$ cat config.mk
export PLATFORM = sky130hd
export DESIGN_NAME = process_job_table
export DESIGN_NICKNAME = d
export VERILOG_FILES = /design/src/design/pjt_pkg.sv /design/src/design/process_job_table.sv
export SDC_FILE = /design/constraint.sdc
export NUM_CORES = 1
export LEC_CHECK = 0
export BUFFER_PORTS_ARGS = -buffer_cell sky130_fd_sc_hd__buf_2
export CELL_PAD_IN_SITES_DETAIL_PLACEMENT = 0
export CELL_PAD_IN_SITES_GLOBAL_PLACEMENT = 1
export CORE_UTILIZATION = 40
export DETAILED_ROUTE_END_ITERATION = 6
export GPL_TIMING_DRIVEN = 0
export PLACE_DENSITY_LB_ADDON = 0.1
export SLEW_MARGIN = 20
export SYNTH_ARGS = -nofsm -noshare
export SYNTH_HDL_FRONTEND = slang
export SYNTH_SLANG_ARGS = --single-unit
$ cat constraint.sdc
create_clock -name clk -period 13.4 [get_ports clk]
set_clock_uncertainty 0.05 [all_clocks]
set_input_delay 1.34 -clock clk [delete_from_list [all_inputs] [get_ports clk]]
set_output_delay 1.34 -clock clk [all_outputs]
set_load 0.02 [all_outputs]
$ cat src/design/pjt_pkg.sv
package pjt_pkg;

  localparam int TABLE_DEPTH = 16;
  localparam int IDX_W       = (TABLE_DEPTH > 1) ? $clog2(TABLE_DEPTH) : 1;
  localparam int CNT_W       = $clog2(TABLE_DEPTH + 1);

  localparam int KIND_W  = 3;
  localparam int PID_W   = 22;
  localparam int JOB_W   = 16;
  localparam int RST_W   = 2;
  localparam int STAT_W  = 2;
  localparam int POS_W   = 4;
  localparam int COUNT_W = 5;

  localparam int IN_TDATA_W  = 40;
  localparam int IN_TUSER_W  = 3;
  localparam int OUT_TDATA_W = 56;
  localparam int OUT_TUSER_W = 3;
  localparam int OUT_PAD_W   = OUT_TDATA_W - (POS_W + PID_W + JOB_W + RST_W + COUNT_W);

  // Request kinds.
  localparam logic [KIND_W-1:0] KIND_ADD     = 3'd0;
  localparam logic [KIND_W-1:0] KIND_REMOVE  = 3'd1;
  localparam logic [KIND_W-1:0] KIND_SET     = 3'd2;
  localparam logic [KIND_W-1:0] KIND_LK_PID  = 3'd3;
  localparam logic [KIND_W-1:0] KIND_LK_JOB  = 3'd4;

  // Result status codes.
  localparam logic [STAT_W-1:0] STATUS_OK      = 2'd0;
  localparam logic [STAT_W-1:0] STATUS_ABSENT  = 2'd1;
  localparam logic [STAT_W-1:0] STATUS_PRESENT = 2'd2;
  localparam logic [STAT_W-1:0] STATUS_FULL    = 2'd3;

  // Run states.
  localparam logic [RST_W-1:0] RUN_RUNNING = 2'd0;

  typedef struct packed {
    logic [PID_W-1:0] pid;
    logic [JOB_W-1:0] job;
    logic [RST_W-1:0] run_state;
  } entry_t;

  typedef enum logic [2:0] {
    S_IDLE,
    S_SCAN,
    S_FIN,
    S_SHIFT,
    S_DONE
  } seq_state_t;

endpackage

$ cat src/design/process_job_table.sv
// A request scans the table one entry at a time through the registered read; a miss
// scans every used entry, a hit ends the scan early, and a remove that hits then shifts
// the later entries down. A result still stalled at the output adds its wait.
// One request at a time; in_tready returns with out_tvalid, so the next request is
// taken only once the scan, any shift and the result of the last one are through.
// Reset (rst_n low, synchronous) empties the table and drops any pending result.
module process_job_table (
  input  logic                            clk,
  input  logic                            rst_n,
  input  logic                            in_tvalid,
  output logic                            in_tready,
  // proc_id [21:0], job_number [37:22], new_state [39:38]
  input  logic [pjt_pkg::IN_TDATA_W-1:0]  in_tdata,
  // kind [2:0]
  input  logic [pjt_pkg::IN_TUSER_W-1:0]  in_tuser,
  output logic                            out_tvalid,
  input  logic                            out_tready,
  // position [3:0], pid_out [25:4], job_out [41:26], state_out [43:42],
  // entry_count [48:44], zero [55:49]
  output logic [pjt_pkg::OUT_TDATA_W-1:0] out_tdata,
  // status [1:0], found [2]
  output logic [pjt_pkg::OUT_TUSER_W-1:0] out_tuser
);

  localparam int IDX_W = pjt_pkg::IDX_W;
  localparam int CNT_W = pjt_pkg::CNT_W;

  pjt_pkg::seq_state_t state_r, state_nxt;

  logic [pjt_pkg::KIND_W-1:0] kind_r, kind_nxt;
  logic [pjt_pkg::PID_W-1:0]  pid_r, pid_nxt;
  logic [pjt_pkg::JOB_W-1:0]  job_r, job_nxt;
  logic [pjt_pkg::RST_W-1:0]  nst_r, nst_nxt;

  logic [CNT_W-1:0] count_r, count_nxt;
  logic [CNT_W-1:0] scan_r, scan_nxt;
  logic [IDX_W-1:0] chk_idx_r, chk_idx_nxt;
  logic             chk_vld_r, chk_vld_nxt;
  logic             hit_r, hit_nxt;
  logic [IDX_W-1:0] idx_r, idx_nxt;
  pjt_pkg::entry_t  ent_r, ent_nxt;

  logic [pjt_pkg::STAT_W-1:0] res_status_r, res_status_nxt;
  logic                       res_found_r, res_found_nxt;
  logic [pjt_pkg::POS_W-1:0]  res_pos_r, res_pos_nxt;
  logic [pjt_pkg::PID_W-1:0]  res_pid_r, res_pid_nxt;
  logic [pjt_pkg::JOB_W-1:0]  res_job_r, res_job_nxt;
  logic [pjt_pkg::RST_W-1:0]  res_st_r, res_st_nxt;

  logic                            out_tvalid_r, out_tvalid_nxt;
  logic [pjt_pkg::OUT_TDATA_W-1:0] out_tdata_r, out_tdata_nxt;
  logic [pjt_pkg::OUT_TUSER_W-1:0] out_tuser_r, out_tuser_nxt;

  // Table memory: one write and one registered read per cycle.
  pjt_pkg::entry_t mem [pjt_pkg::TABLE_DEPTH];
  pjt_pkg::entry_t rd_data_r;
  logic [IDX_W-1:0] rd_addr;
  logic             wr_en;
  logic [IDX_W-1:0] wr_addr;
  pjt_pkg::entry_t  wr_data;

  logic key_match;

  always_ff @(posedge clk) begin
    if (wr_en) begin
      mem[wr_addr] <= wr_data;
    end
    rd_data_r <= mem[rd_addr];
  end

  assign key_match = chk_vld_r &&
                     ((kind_r == pjt_pkg::KIND_LK_JOB) ? (rd_data_r.job == job_r)
                                                       : (rd_data_r.pid == pid_r));

  assign in_tready  = (state_r == pjt_pkg::S_IDLE);
  assign out_tvalid = out_tvalid_r;
  assign out_tdata  = out_tdata_r;
  assign out_tuser  = out_tuser_r;

  always_comb begin
    state_nxt      = state_r;
    kind_nxt       = kind_r;
    pid_nxt        = pid_r;
    job_nxt        = job_r;
    nst_nxt        = nst_r;
    count_nxt      = count_r;
    scan_nxt       = scan_r;
    chk_idx_nxt    = chk_idx_r;
    chk_vld_nxt    = chk_vld_r;
    hit_nxt        = hit_r;
    idx_nxt        = idx_r;
    ent_nxt        = ent_r;
    res_status_nxt = res_status_r;
    res_found_nxt  = res_found_r;
    res_pos_nxt    = res_pos_r;
    res_pid_nxt    = res_pid_r;
    res_job_nxt    = res_job_r;
    res_st_nxt     = res_st_r;
    out_tvalid_nxt = out_tvalid_r && !out_tready;
    out_tdata_nxt  = out_tdata_r;
    out_tuser_nxt  = out_tuser_r;
    rd_addr        = scan_r[IDX_W-1:0];
    wr_en          = 1'b0;
    wr_addr        = idx_r;
    wr_data        = ent_r;

    unique case (state_r)
      pjt_pkg::S_IDLE: begin
        if (in_tvalid) begin
          kind_nxt    = in_tuser[2:0];
          pid_nxt     = in_tdata[21:0];
          job_nxt     = in_tdata[37:22];
          nst_nxt     = in_tdata[39:38];
          scan_nxt    = '0;
          chk_vld_nxt = 1'b0;
          hit_nxt     = 1'b0;
          state_nxt   = (in_tuser[2:0] > pjt_pkg::KIND_LK_JOB) ? pjt_pkg::S_FIN
                                                               : pjt_pkg::S_SCAN;
        end
      end

      // Reads stream out one entry a cycle; each is compared the cycle after.
      pjt_pkg::S_SCAN: begin
        if (key_match) begin
          hit_nxt     = 1'b1;
          idx_nxt     = chk_idx_r;
          ent_nxt     = rd_data_r;
          chk_vld_nxt = 1'b0;
          state_nxt   = pjt_pkg::S_FIN;
        end else if (scan_r < count_r) begin
          chk_idx_nxt = scan_r[IDX_W-1:0];
          chk_vld_nxt = 1'b1;
          scan_nxt    = scan_r + CNT_W'(1);
        end else begin
          chk_vld_nxt = 1'b0;
          state_nxt   = pjt_pkg::S_FIN;
        end
      end

      pjt_pkg::S_FIN: begin
        res_status_nxt = pjt_pkg::STATUS_OK;
        res_found_nxt  = 1'b0;
        res_pos_nxt    = '0;
        res_pid_nxt    = '0;
        res_job_nxt    = '0;
        res_st_nxt     = '0;
        state_nxt      = pjt_pkg::S_DONE;
        unique case (kind_r)
          pjt_pkg::KIND_ADD: begin
            if (hit_r) begin
              res_status_nxt = pjt_pkg::STATUS_PRESENT;
              res_found_nxt  = 1'b1;
              res_pos_nxt    = pjt_pkg::POS_W'(idx_r);
              res_pid_nxt    = ent_r.pid;
              res_job_nxt    = ent_r.job;
              res_st_nxt     = ent_r.run_state;
            end else if (count_r == CNT_W'(pjt_pkg::TABLE_DEPTH)) begin
              res_status_nxt = pjt_pkg::STATUS_FULL;
            end else begin
              wr_en             = 1'b1;
              wr_addr           = count_r[IDX_W-1:0];
              wr_data.pid       = pid_r;
              wr_data.job       = job_r;
              wr_data.run_state = pjt_pkg::RUN_RUNNING;
              res_pos_nxt       = pjt_pkg::POS_W'(count_r);
              res_pid_nxt       = pid_r;
              res_job_nxt       = job_r;
              res_st_nxt        = pjt_pkg::RUN_RUNNING;
              count_nxt         = count_r + CNT_W'(1);
            end
          end
          pjt_pkg::KIND_REMOVE: begin
            if (hit_r) begin
              res_found_nxt = 1'b1;
              res_pos_nxt   = pjt_pkg::POS_W'(idx_r);
              res_pid_nxt   = ent_r.pid;
              res_job_nxt   = ent_r.job;
              res_st_nxt    = ent_r.run_state;
              count_nxt     = count_r - CNT_W'(1);
              scan_nxt      = CNT_W'(idx_r) + CNT_W'(1);
              chk_vld_nxt   = 1'b0;
              state_nxt     = pjt_pkg::S_SHIFT;
            end else begin
              res_status_nxt = pjt_pkg::STATUS_ABSENT;
            end
          end
          pjt_pkg::KIND_SET: begin
            if (hit_r) begin
              wr_en             = 1'b1;
              wr_addr           = idx_r;
              wr_data           = ent_r;
              wr_data.run_state = nst_r;
              res_found_nxt     = 1'b1;
              res_pos_nxt       = pjt_pkg::POS_W'(idx_r);
              res_pid_nxt       = ent_r.pid;
              res_job_nxt       = ent_r.job;
              res_st_nxt        = nst_r;
            end else begin
              res_status_nxt = pjt_pkg::STATUS_ABSENT;
            end
          end
          pjt_pkg::KIND_LK_PID, pjt_pkg::KIND_LK_JOB: begin
            if (hit_r) begin
              res_found_nxt = 1'b1;
              res_pos_nxt   = pjt_pkg::POS_W'(idx_r);
              res_pid_nxt   = ent_r.pid;
              res_job_nxt   = ent_r.job;
              res_st_nxt    = ent_r.run_state;
            end else begin
              res_status_nxt = pjt_pkg::STATUS_ABSENT;
            end
          end
          default: begin
          end
        endcase
      end

      // The count is already decremented here, so the last old entry sits at count_r.
      pjt_pkg::S_SHIFT: begin
        if (chk_vld_r) begin
          wr_en   = 1'b1;
          wr_addr = chk_idx_r - IDX_W'(1);
          wr_data = rd_data_r;
        end
        if (scan_r <= count_r) begin
          chk_idx_nxt = scan_r[IDX_W-1:0];
          chk_vld_nxt = 1'b1;
          scan_nxt    = scan_r + CNT_W'(1);
        end else begin
          chk_vld_nxt = 1'b0;
          state_nxt   = pjt_pkg::S_DONE;
        end
      end

      pjt_pkg::S_DONE: begin
        if (!out_tvalid_r || out_tready) begin
          out_tvalid_nxt = 1'b1;
          out_tdata_nxt  = {{pjt_pkg::OUT_PAD_W{1'b0}}, pjt_pkg::COUNT_W'(count_r),
                            res_st_r, res_job_r, res_pid_r, res_pos_r};
          out_tuser_nxt  = {res_found_r, res_status_r};
          state_nxt      = pjt_pkg::S_IDLE;
        end
      end

      default: begin
        state_nxt = pjt_pkg::S_IDLE;
      end
    endcase
  end

  always_ff @(posedge clk) begin
    if (!rst_n) begin
      state_r      <= pjt_pkg::S_IDLE;
      count_r      <= '0;
      chk_vld_r    <= 1'b0;
      hit_r        <= 1'b0;
      out_tvalid_r <= 1'b0;
    end else begin
      state_r      <= state_nxt;
      count_r      <= count_nxt;
      chk_vld_r    <= chk_vld_nxt;
      hit_r        <= hit_nxt;
      out_tvalid_r <= out_tvalid_nxt;
    end
  end

  always_ff @(posedge clk) begin
    kind_r       <= kind_nxt;
    pid_r        <= pid_nxt;
    job_r        <= job_nxt;
    nst_r        <= nst_nxt;
    scan_r       <= scan_nxt;
    chk_idx_r    <= chk_idx_nxt;
    idx_r        <= idx_nxt;
    ent_r        <= ent_nxt;
    res_status_r <= res_status_nxt;
    res_found_r  <= res_found_nxt;
    res_pos_r    <= res_pos_nxt;
    res_pid_r    <= res_pid_nxt;
    res_job_r    <= res_job_nxt;
    res_st_r     <= res_st_nxt;
    out_tdata_r  <= out_tdata_nxt;
    out_tuser_r  <= out_tuser_nxt;
  end

endmodule

# Word level (Yosys, flattened, before mapping)
# Memory sizes are Yosys's and may differ from the RTL's. A register that Yosys moved wholly into a read port is not among the register bits.
# Index checks and enable logic that the tools add are counted.
[word_totals]
reg_bits = 206
ram_bits = 640
inputBits = 47
output_inout_bits = 61
word_cells = 153
n_memories = 1
[memory_table]
columns = ["name", "words", "word_bits", "rd", "rd_clocked_by_memory_dff", "write_ports", "line", "rtl"]
rows = [
  ["mem", 16, 40, 1, 1, 1, "process_job_table.sv:55", "pjt_pkg::entry_t mem [pjt_pkg::TABLE_DEPTH];"],
]
[op_classes]
addsub = 5
order_cmp = 3
n_eq_ne = 24
mux = 74
reduce_logical = 23
[op_table]
columns = ["operator", "count"]
rows = [
  ["one-hot mux 40 bit (2 select lines)", 2],
  ["2-to-1 mux 40 bit", 3],
  ["2-to-1 mux 22 bit", 3],
  ["2-to-1 mux 16 bit", 3],
  ["2-to-1 mux 5 bit", 9],
  ["one-hot mux 22 bit (2 select lines)", 1],
  ["2-to-1 mux 4 bit", 10],
  ["one-hot mux 16 bit (2 select lines)", 1],
  ["one-hot mux 4 bit (2 select lines)", 3],
  ["== test 22 bit", 1],
  ["!= test 2 bit (second input constant)", 11],
  ["2-to-1 mux 3 bit", 7],
  ["one-hot mux 5 bit (4 select lines)", 1],
  ["2-to-1 mux 1 bit", 17],
  ["== test 16 bit", 1],
  ["one-hot mux 3 bit (5 select lines)", 1],
  ["== test 3 x 2 -> 1 bit (second input constant)", 4],
  ["2-to-1 mux 2 bit", 6],
  ["AND reduction 4 bit", 3],
  ["adder 5 x 1 -> 5 bit (second input constant)", 2],
  ["one-hot mux 5 bit (2 select lines)", 1],
  ["one-hot mux 2 bit (2 select lines)", 2],
  ["OR reduction 4 bit", 2],
  ["AND reduction 7 bit", 1],
  ["other kinds (23)", 34],
]

# Longest topological paths before layout
# Gate-level depths: netlist (run 1).
[logic_depth]
depth_word = 7
mapped_depth = 11
ltp_nobuf = 9

# Least setup slack after synthesis (run 1)
# OpenSTA, ideal clock, no wires.
[synth_path]
path_type = "reg-to-reg"
start = "register job_r[5] (netlist bit)"
end = "register ent_r[0] (netlist bit) (enable)"
setup_ns = 0.500
t_arrival_ns = 4.421
required_time_ns = 12.850
setup_slack_ns = 8.429
stages_incl_launch_ff = 6
n_path_buf = 0
synth_period_minus_slack_ns = 4.971
cell_sequence = "edfxtp_1 > xor2_1 > or4_1 > nor4_1 > a21oi_1 > nor3_1"
[synth_between]
elab_chain_len = 4
[synth_rtl]
columns = ["element", "line", "rtl"]
rows = [
  ["from (decl)", "process_job_table.sv:32", "logic [pjt_pkg::JOB_W-1:0] job_r, job_nxt;"],
  ["from (signal assigned)", "process_job_table.sv:270", "job_r <= job_nxt;"],
  ["== test 16 bit", "process_job_table.sv:72", "((kind_r == pjt_pkg::KIND_LK_JOB) ? (rd_data_r.job == job_r)"],
  ["2-to-1 mux 1 bit", "process_job_table.sv:72", ""],
  ["logical AND 1 bit", "process_job_table.sv:71", "assign key_match = chk_vld_r &&"],
  ["AND reduction 2 bit (no source line)", "n/a", ""],
  ["to (signal assigned)", "process_job_table.sv:275", "ent_r <= ent_nxt;"],
  ["to (decl)", "process_job_table.sv:41", "pjt_pkg::entry_t ent_r, ent_nxt;"],
]
# Every way passes these cells.
# A chain may end at the register's enable or synchronous reset.

# Worst setup path in the final report (run 1)
[layout_path]
start = "register kind_r[1] (netlist bit)"
end = "register ent_r[4] (netlist bit) (enable)"
[layout_between]
elab_chain_len = 4
[layout_rtl]
columns = ["element", "line", "rtl"]
rows = [
  ["from (decl)", "process_job_table.sv:30", "logic [pjt_pkg::KIND_W-1:0] kind_r, kind_nxt;"],
  ["from (signal assigned)", "process_job_table.sv:268", "kind_r <= kind_nxt;"],
  ["== test 3 bit", "process_job_table.sv:72", ""],
  ["2-to-1 mux 1 bit", "process_job_table.sv:72", ""],
  ["logical AND 1 bit", "process_job_table.sv:71", ""],
  ["AND reduction 2 bit (no source line)", "n/a", ""],
]
# Every way passes these cells.

==> metrics.txt, run 1 <==
dominant cell type by area after synthesis sky130_fd_sc_hd__edfxtp_1; arrival time at the worst endpoint between 4000 and 5000 ps; count of unique library cells instantiated by Yosys 66; initial antenna violation count 2; drt initial violations roughly 2000; final setup violation count 0; final critical-path required period 4240 ps; count of maximum capacitance violations 0; critical path's most frequent cell sky130_fd_sc_hd__buf_6; count of hold buffers inserted by post-cts repair 0; number of global-route vias before repair about 17000; count of placed standard cells in the final layout, fillers left out 3073; path type of the worst setup path reg -> reg; transition at the pin with the smallest max-transition slack approximately 1200 ps; average via count per standard cell 5.66; total routing resource utilization after global routing about 22%; Max Buffers Root-to-Sink 3; leakage power 13.0 nW; unrepaired setup endpoints after global routing no; global-route wire length before repair roughly 130000 um; total global routing overflow 0; number of diodes 0; full die area between 80000 and 90000 um^2; final critical-path share of the clock period between 30% and 40%; number of enable-type register cells in the synthesized netlist roughly 840; post-synthesis instance total between 1500 and 2000; CTS buffer count 95; Worst path max stage delay roughly 740 ps; CP endpoint kind flop; Hold Fails Final Rpt 0; weighted congestion reported at the end of routability-driven placement roughly 0.81; number of input and output port buffers inserted 100; num rows 106; DRT Wirelength ~95000 um; maximum fanout along the worst path 10; top cell type's share of synthesized area roughly three quarters; path class of the lowest-slack min-delay path reg -> reg; CTS H-tree depth 3; worst-case vdd ir drop between 0.09 and 0.1 mV; ratio of total power to cell area 188 nW/um^2; total of cells resized after clock tree synthesis 0; area overhead of the layout relative to synthesis 19.4%; Critical Path Start Type flop; height of the die 293 um; result of the run completed; cell area after synthesis between 30000 and 40000 um^2; crit-path cells clkbuf_1 > nor3b_2 > nor3b_1 > nand4_1 > nor4_1 > a21oi_1 > nor3_2 > buf_6 > buf_6 > buf_4; max_slew headroom 23.3%; Post-Syn Area per Cell around 21 um^2; starting density of the core between 40% and 50%; number of buffers inserted by post-CTS setup repair 0; Final Core Density between 40% and 50%; Core Region 83700 um^2; share of cells above drive strength 1 a little under a third; largest net degree at the start of global routing 55; cell types with the largest area share after synthesis sky130_fd_sc_hd__edfxtp_1, sky130_fd_sc_hd__mux4_2, sky130_fd_sc_hd__dfxtp_1; total number of nets in the final design roughly 1900; cell at the root of the clock tree sky130_fd_sc_hd__clkbuf_16; average wire per cell in the routed design ~31 um; Power Total between 7 and 8 mW; Primary FF master, synth sky130_fd_sc_hd__edfxtp_1; DPL Wire Length 62000 um; number of nets still failing antenna checks after routing 0; Clock Sinks about 890; async set-or-reset flop fraction in the synthesized netlist 0%; aggregate negative setup slack 0 ps; commonest non-fill, non-tap cells in the layout sky130_fd_sc_hd__edfxtp_1, sky130_fd_sc_hd__mux4_2, sky130_fd_sc_hd__buf_2; Worst Path Required ~14000 ps; cell area reported after detailed placement about 37000 um^2; peak clock frequency supported by timing around 240 MHz; Final Instance Area slightly above 40000 um^2; clock tree from TritonCTS done; number of search-and-repair iterations in the first detailed-routing pass 6; DRC violations left 0; clock insertion delay at the later pin of the skew report 650 ps; leading cell type in the layout, fill and taps excluded sky130_fd_sc_hd__edfxtp_1; number of I/O pins between 100 and 150; Critical-path top delay cell sky130_fd_sc_hd__nor4_1; total via count after detailed routing around 17000; sequential cell area fraction in the yosys report between 70% and 80%; clock transition at the registers of the reported paths ~60 ps; Final Max Tran Viols 0; synthesis-stage register bit count 886; die boundary width 293 um; Yosys warning count 0; cell total after placement about 2900
==> sequential cells by signal, indices dropped and copies added, names as in the netlist, 16 cells and up <==
signal / count
ent_r: 40
rd_data_r: 40
res_job_r: 16
res_pid_r: 22
pid_r: 22
out_tdata: 49
job_r: 16
mem: 640
==> final timing paths <==
check	from	to	slack, ps	cells past startpoint
min reg2reg	res_pid_r[20]	out_tdata[24]	370	0
min	res_pid_r[20]	out_tdata[24]	370	0
max reg2reg	kind_r[1]	ent_r[4]	9160	10
max	kind_r[1]	ent_r[4]	9160	10
==> synthesized netlist by cell type, types with 6 or more instances <==
cell	instances
sky130_fd_sc_hd__a22o_1	31
sky130_fd_sc_hd__mux4_2	200
sky130_fd_sc_hd__o21ai_0	19
sky130_fd_sc_hd__ha_1	10
sky130_fd_sc_hd__a22oi_1	18
sky130_fd_sc_hd__nor3_1	7
sky130_fd_sc_hd__and2_1	9
sky130_fd_sc_hd__nor4_1	6
sky130_fd_sc_hd__buf_4	7
sky130_fd_sc_hd__edfxtp_1	835
sky130_fd_sc_hd__clkbuf_1	46
sky130_fd_sc_hd__xnor2_1	34
sky130_fd_sc_hd__buf_1	10
sky130_fd_sc_hd__inv_1	47
sky130_fd_sc_hd__nand2_1	29
sky130_fd_sc_hd__nor2_1	48
sky130_fd_sc_hd__nor2b_1	9
sky130_fd_sc_hd__buf_2	19
sky130_fd_sc_hd__a222oi_1	33
sky130_fd_sc_hd__nand4_1	13
sky130_fd_sc_hd__dfxtp_1	51
sky130_fd_sc_hd__a21oi_1	15
sky130_fd_sc_hd__xor2_1	10
==> metrics by stage <==
| stage | worst slack [ps] | hold slack (ps) |
|---|---|---|
| after floorplan | 8430 | 350 |
| after global placement | 3030 | 351 |
| after detailed placement | 9160 | 355 |
| after CTS | 9140 | 369 |
| after global routing | 8990 | 374 |
| final | 9160 | 368 |
==> cell type report <==
cell class	instances	area, um^2
multi-input combinational	580	7360
fill	6905	43300
clock buffer	135	2670
clock inverter	44	438
tap	1134	1420
inverter	48	185
buffer	86	419
timing repair buffer	160	1830
sequential	886	26100
==> critical path, delay by kind of cell, from the launching register on <==
kind / cells / cell delay, ps
flops: 1 / 430
compound gates: 1 / 260
buf+inv: 4 / 860
simple gates: 5 / 2330
==> where the power goes <==
part,internal [mW],switching [mW]
registers,3.22,0.113
clock network,1.54,1.07
logic,0.743,0.910
total,5.51,2.09
==> metal layers <==
metal | share of wire, % | up-vias | track usage, % | wire length [um]
met2 | 47 | 700 | 34.8 | 44600
li1 | - | 7205 | - | -
met3 | 6.9 | 129 | 3.43 | 6570
met5 | 0 | - | 0 | 0
met1 | 44 | 9355 | 33.0 | 42000
met4 | 2.3 | 0 | 6.30 | 2190
==> logic make-up (layout without fill, tap and decap cells) <==
group | count (synthesis) | after routing | synth area share (%)
DFF | 886 | 886 | 77.1
muxes | 202 | 202 | 13.4
and+or+nand+nor | 160 | 160 | 2.55
AOI/OAI and AO/OA | 156 | 156 | 3.70
buffers and inverters | 134 | 473 | 1.72
xor gates and xnor gates | 44 | 44 | 1.14
adders and majority gates | 11 | 11 | 0.429
other | 1 | 7 | 0.0111
Note: power is estimated with default switching activity, not from simulation.
==> inputs of run 2 (changes only) <==
--- a/config.mk
+++ b/config.mk
@@ -5,6 +5,7 @@
 export SDC_FILE = /design/constraint.sdc
 export NUM_CORES = 1
 export LEC_CHECK = 0
+export ABC_AREA = 1
 export BUFFER_PORTS_ARGS = -buffer_cell sky130_fd_sc_hd__buf_2
 export CELL_PAD_IN_SITES_DETAIL_PLACEMENT = 0
 export CELL_PAD_IN_SITES_GLOBAL_PLACEMENT = 1
==> constraint.sdc (replaced) <==
create_clock -name clk -period 3.4 [get_ports clk]
set_clock_uncertainty 0.05 [all_clocks]
set_input_delay 0.34 -clock clk [delete_from_list [all_inputs] [get_ports clk]]
set_output_delay 0.34 -clock clk [all_outputs]
set_load 0.02 [all_outputs]
==> run 2 against run 1 <==
Compared with the run above: sequential cell count stayed put; design area is 4.7% higher; non-clock buffer count up 149; global-route usage grew 1.9 points; synthesized cell count is 60% higher; setup slack got worse by 9100 ps; die area rose by 3.8%; fmax is 27% higher; first-iteration DRC count increased by 13%; area after synthesis grew 3.8%.
==> metrics.txt, run 2 <==
clock tree from TritonCTS done; number of cells traversed by the worst hold path 3; unrepaired setup endpoints after global routing no; fin worst setup slack ~70 ps; Post-Syn Area per Cell 13.8 um^2; total area of multi-input combinational cells between 8000 and 9000 um^2; CTS H-tree depth 3; dominant cell by count in the synthesized netlist sky130_fd_sc_hd__edfxtp_1; Clock Sinks just under 900; share of cells above drive strength 1 around 16%; switching share of power about 37%; count of maximum capacitance violations 0; ratio of total power to cell area around 850 nW/um^2; number of input and output port buffers inserted 99; maximum fanout along the worst path 10; Core Region between 80000 and 90000 um^2; arrival time at the worst endpoint 3720 ps; FILL cells 7504; top cell types by occurrence after synthesis sky130_fd_sc_hd__edfxtp_1, sky130_fd_sc_hd__nor2_1, sky130_fd_sc_hd__nand2_1, sky130_fd_sc_hd__o21ai_0, sky130_fd_sc_hd__o221ai_1; Power Total approximately 36 mW; Max Buffers Root-to-Sink 3; Largest register FFs 640; Yosys warning count 0; Worst Path Required 3790 ps; DRC violations left 0; terminus of the critical flop-to-flop path rd_data_r[39]; internal cell power ~23 mW; power dissipated by switching net loads approximately 13 mW; largest net degree at the start of global routing 45; clock transition at the registers of the reported paths approximately 60 ps; count of unique library cells instantiated by Yosys 44; share of power burned in registers between 40% and 50%; combined flip-flop and latch cell area approximately 26000 um^2; cell area reported after detailed placement around 39000 um^2; total number of nets in the final design between 2000 and 3000; transition at the pin with the smallest max-transition slack approximately 1100 ps; synthesis-stage register bit count about 890; clock insertion delay at the later pin of the skew report ~650 ps; Final Max Tran Viols 0; Primary FF master, synth sky130_fd_sc_hd__edfxtp_1; sequential cell area fraction in the yosys report around three quarters; path class of the lowest-slack min-delay path in -> reg; height of the die just under 300 um; total global routing overflow 0; cell types with the largest area share after synthesis sky130_fd_sc_hd__edfxtp_1, sky130_fd_sc_hd__o21ai_0, sky130_fd_sc_hd__nor2_1; DPL Wire Length about 75000 um; top cell type's share of synthesized area a little under three quarters; path type of the worst setup path reg -> reg; total routing resource utilization after global routing between 20% and 30%; worst-case vdd ir drop about 0.5 mV; result of the run completed; leading cell type in the layout, fill and taps excluded sky130_fd_sc_hd__edfxtp_1; cell at the root of the clock tree sky130_fd_sc_hd__clkbuf_16; average via count per standard cell 5.53; cell area after synthesis approximately 35000 um^2; number of global-route vias before repair 22100; dominant cell type by area after synthesis sky130_fd_sc_hd__edfxtp_1; area overhead of the layout relative to synthesis 20.4%; Hold Fails Final Rpt 0; drt initial violations ~2300; number of search-and-repair iterations in the first detailed-routing pass 6; die boundary width between 200 and 300 um; starting density of the core between 40% and 50%; power share of the combinational group roughly a third; worst-case reg-to-reg path depth 6; Final Instance Area 42300 um^2; DRT Wirelength roughly 110000 um; post-synthesis instance total approximately 2600; CP endpoint kind flop; aggregate negative setup slack 0 ps; leakage power between 10 and 15 nW; clock share of power between 20% and 30%; final critical-path share of the clock period between 90% and 100%; Worst Setup Slack post-DPL -482 ps; total via count after detailed routing approximately 23000; final critical-path required period 3330 ps; initial antenna violation count 3; number of enable-type register cells in the synthesized netlist ~840; async set-or-reset flop fraction in the synthesized netlist 0%; reg-to-reg slack, setup around 69 ps; commonest non-fill, non-tap cells in the layout sky130_fd_sc_hd__edfxtp_1, sky130_fd_sc_hd__nor2_1, sky130_fd_sc_hd__nand2_1; num rows about 110; max_slew headroom 25.5%; register with the most flip-flops mem; weighted congestion reported at the end of routability-driven placement around 0.84; global-route wire length before repair about 160000 um; worst hold slack after final layout about 48 ps; full die area 89100 um^2; Hold Path End state_r[0]; Critical Path Start Type flop; final setup violation count 0; number of I/O pins between 100 and 150; startpoint of the worst-slack reg-to-reg timing path scan_r[1]; number of nets still failing antenna checks after routing 0; peak clock frequency supported by timing roughly 300 MHz; average wire per cell in the routed design around 26 um; CTS buffer count 95; Hold Crit Start rst_n
==> run 2: changes by cell type after synthesis, moves of 114 or more <==
cell	change
sky130_fd_sc_hd__nand2_1	+236
sky130_fd_sc_hd__o21ai_0	+225
sky130_fd_sc_hd__o221ai_1	+135
sky130_fd_sc_hd__mux4_2	-200
sky130_fd_sc_hd__mux2i_1	+114
sky130_fd_sc_hd__nor2_1	+274
==> run 2: cell families (layout without fill, tap and decap cells) <==
group | Yosys count | count (layout) | synth area share, %
flops | 886 | 886 | 74.2
simple gates | 670 | 670 | 7.66
other cells | 1 | 9 | 0.0107
buf+inv | 294 | 704 | 3.56
xor+xnor | 16 | 16 | 0.399
fa+ha+maj | 11 | 11 | 0.413
compound gates | 562 | 562 | 10.5
mux | 114 | 114 | 3.25
==> run 2: stage by stage <==
step	util, %	cells
6_report	48.7	4127
5_1_grt	48.7	4125
4_1_cts	48.5	4111
3_5_place_dp	44.4	3880
3_3_place_gp	42.7	3814
2_1_floorplan	-	2560
==> run 2: power groups by stage <==
stage	combinational [mW]	clock [mW]	sequential, mW
after floorplan	5.91	0	14.5
after global placement	10.5	0	14.7
after detailed placement	11.1	0	14.6
after CTS	11.3	10.4	14.3
after global routing	12.1	10.8	14.4
final	11.3	10.3	14.4
==> run 2: layout make-up <==
class / instances / area share, %
Timing Repair Buffer: 238 / 5.53
Tap cell: 1155 / 3.41
Sequential cell: 886 / 61.7
Clock buffer: 102 / 5.68
Inverter: 137 / 1.23
Antenna cell: 2 / 0.0118
Clock inverter: 70 / 1.54
Buffer: 157 / 1.76
Multi-Input combinational cell: 1380 / 19.2
==> run 2: what timing repair did <==
item | in CTS | in global routing
setup endpoints to repair | 234 | 155
endpoints found under the hold margin | 44 | 0
setup buffers | 15 | 14
hold buffers | 44 | 0
pin swaps | 11 | 5
gates resized for setup | 1 | 4
==> run 2: worst max-delay path, stage by stage (launching register included) <==
cell	delay, ps
sky130_fd_sc_hd__edfxtp_1	400
sky130_fd_sc_hd__buf_2	350
sky130_fd_sc_hd__clkdlybuf4s15_1	820
sky130_fd_sc_hd__clkbuf_1	620
sky130_fd_sc_hd__o32ai_1	220
sky130_fd_sc_hd__o211ai_1	400
sky130_fd_sc_hd__nand2_1	260
==> run 2: worst max-delay path by stage <==
stage	slack, ps	endpoint	from
floorplan	-310	mem[0][0]	kind_r[2]
finish	70	rd_data_r[39]	scan_r[1]
global placement	-3060	mem[1][11]	chk_vld_r
CTS	10	mem[2][10]	state_r[2]
global route	1	rd_data_r[8]	scan_r[1]
detailed placement	-480	scan_r[2]	scan_r[0]
==> run 2: per-layer routing <==
layer  GRT usage, %  vias to the layer above  wire [um]
li1               -                    10200          -
met1           34.7                    11500      48400
met2           37.9                      896      49000
met3           4.01                      191       7950
met4           7.83                        0       3550
met5              0                        -          0
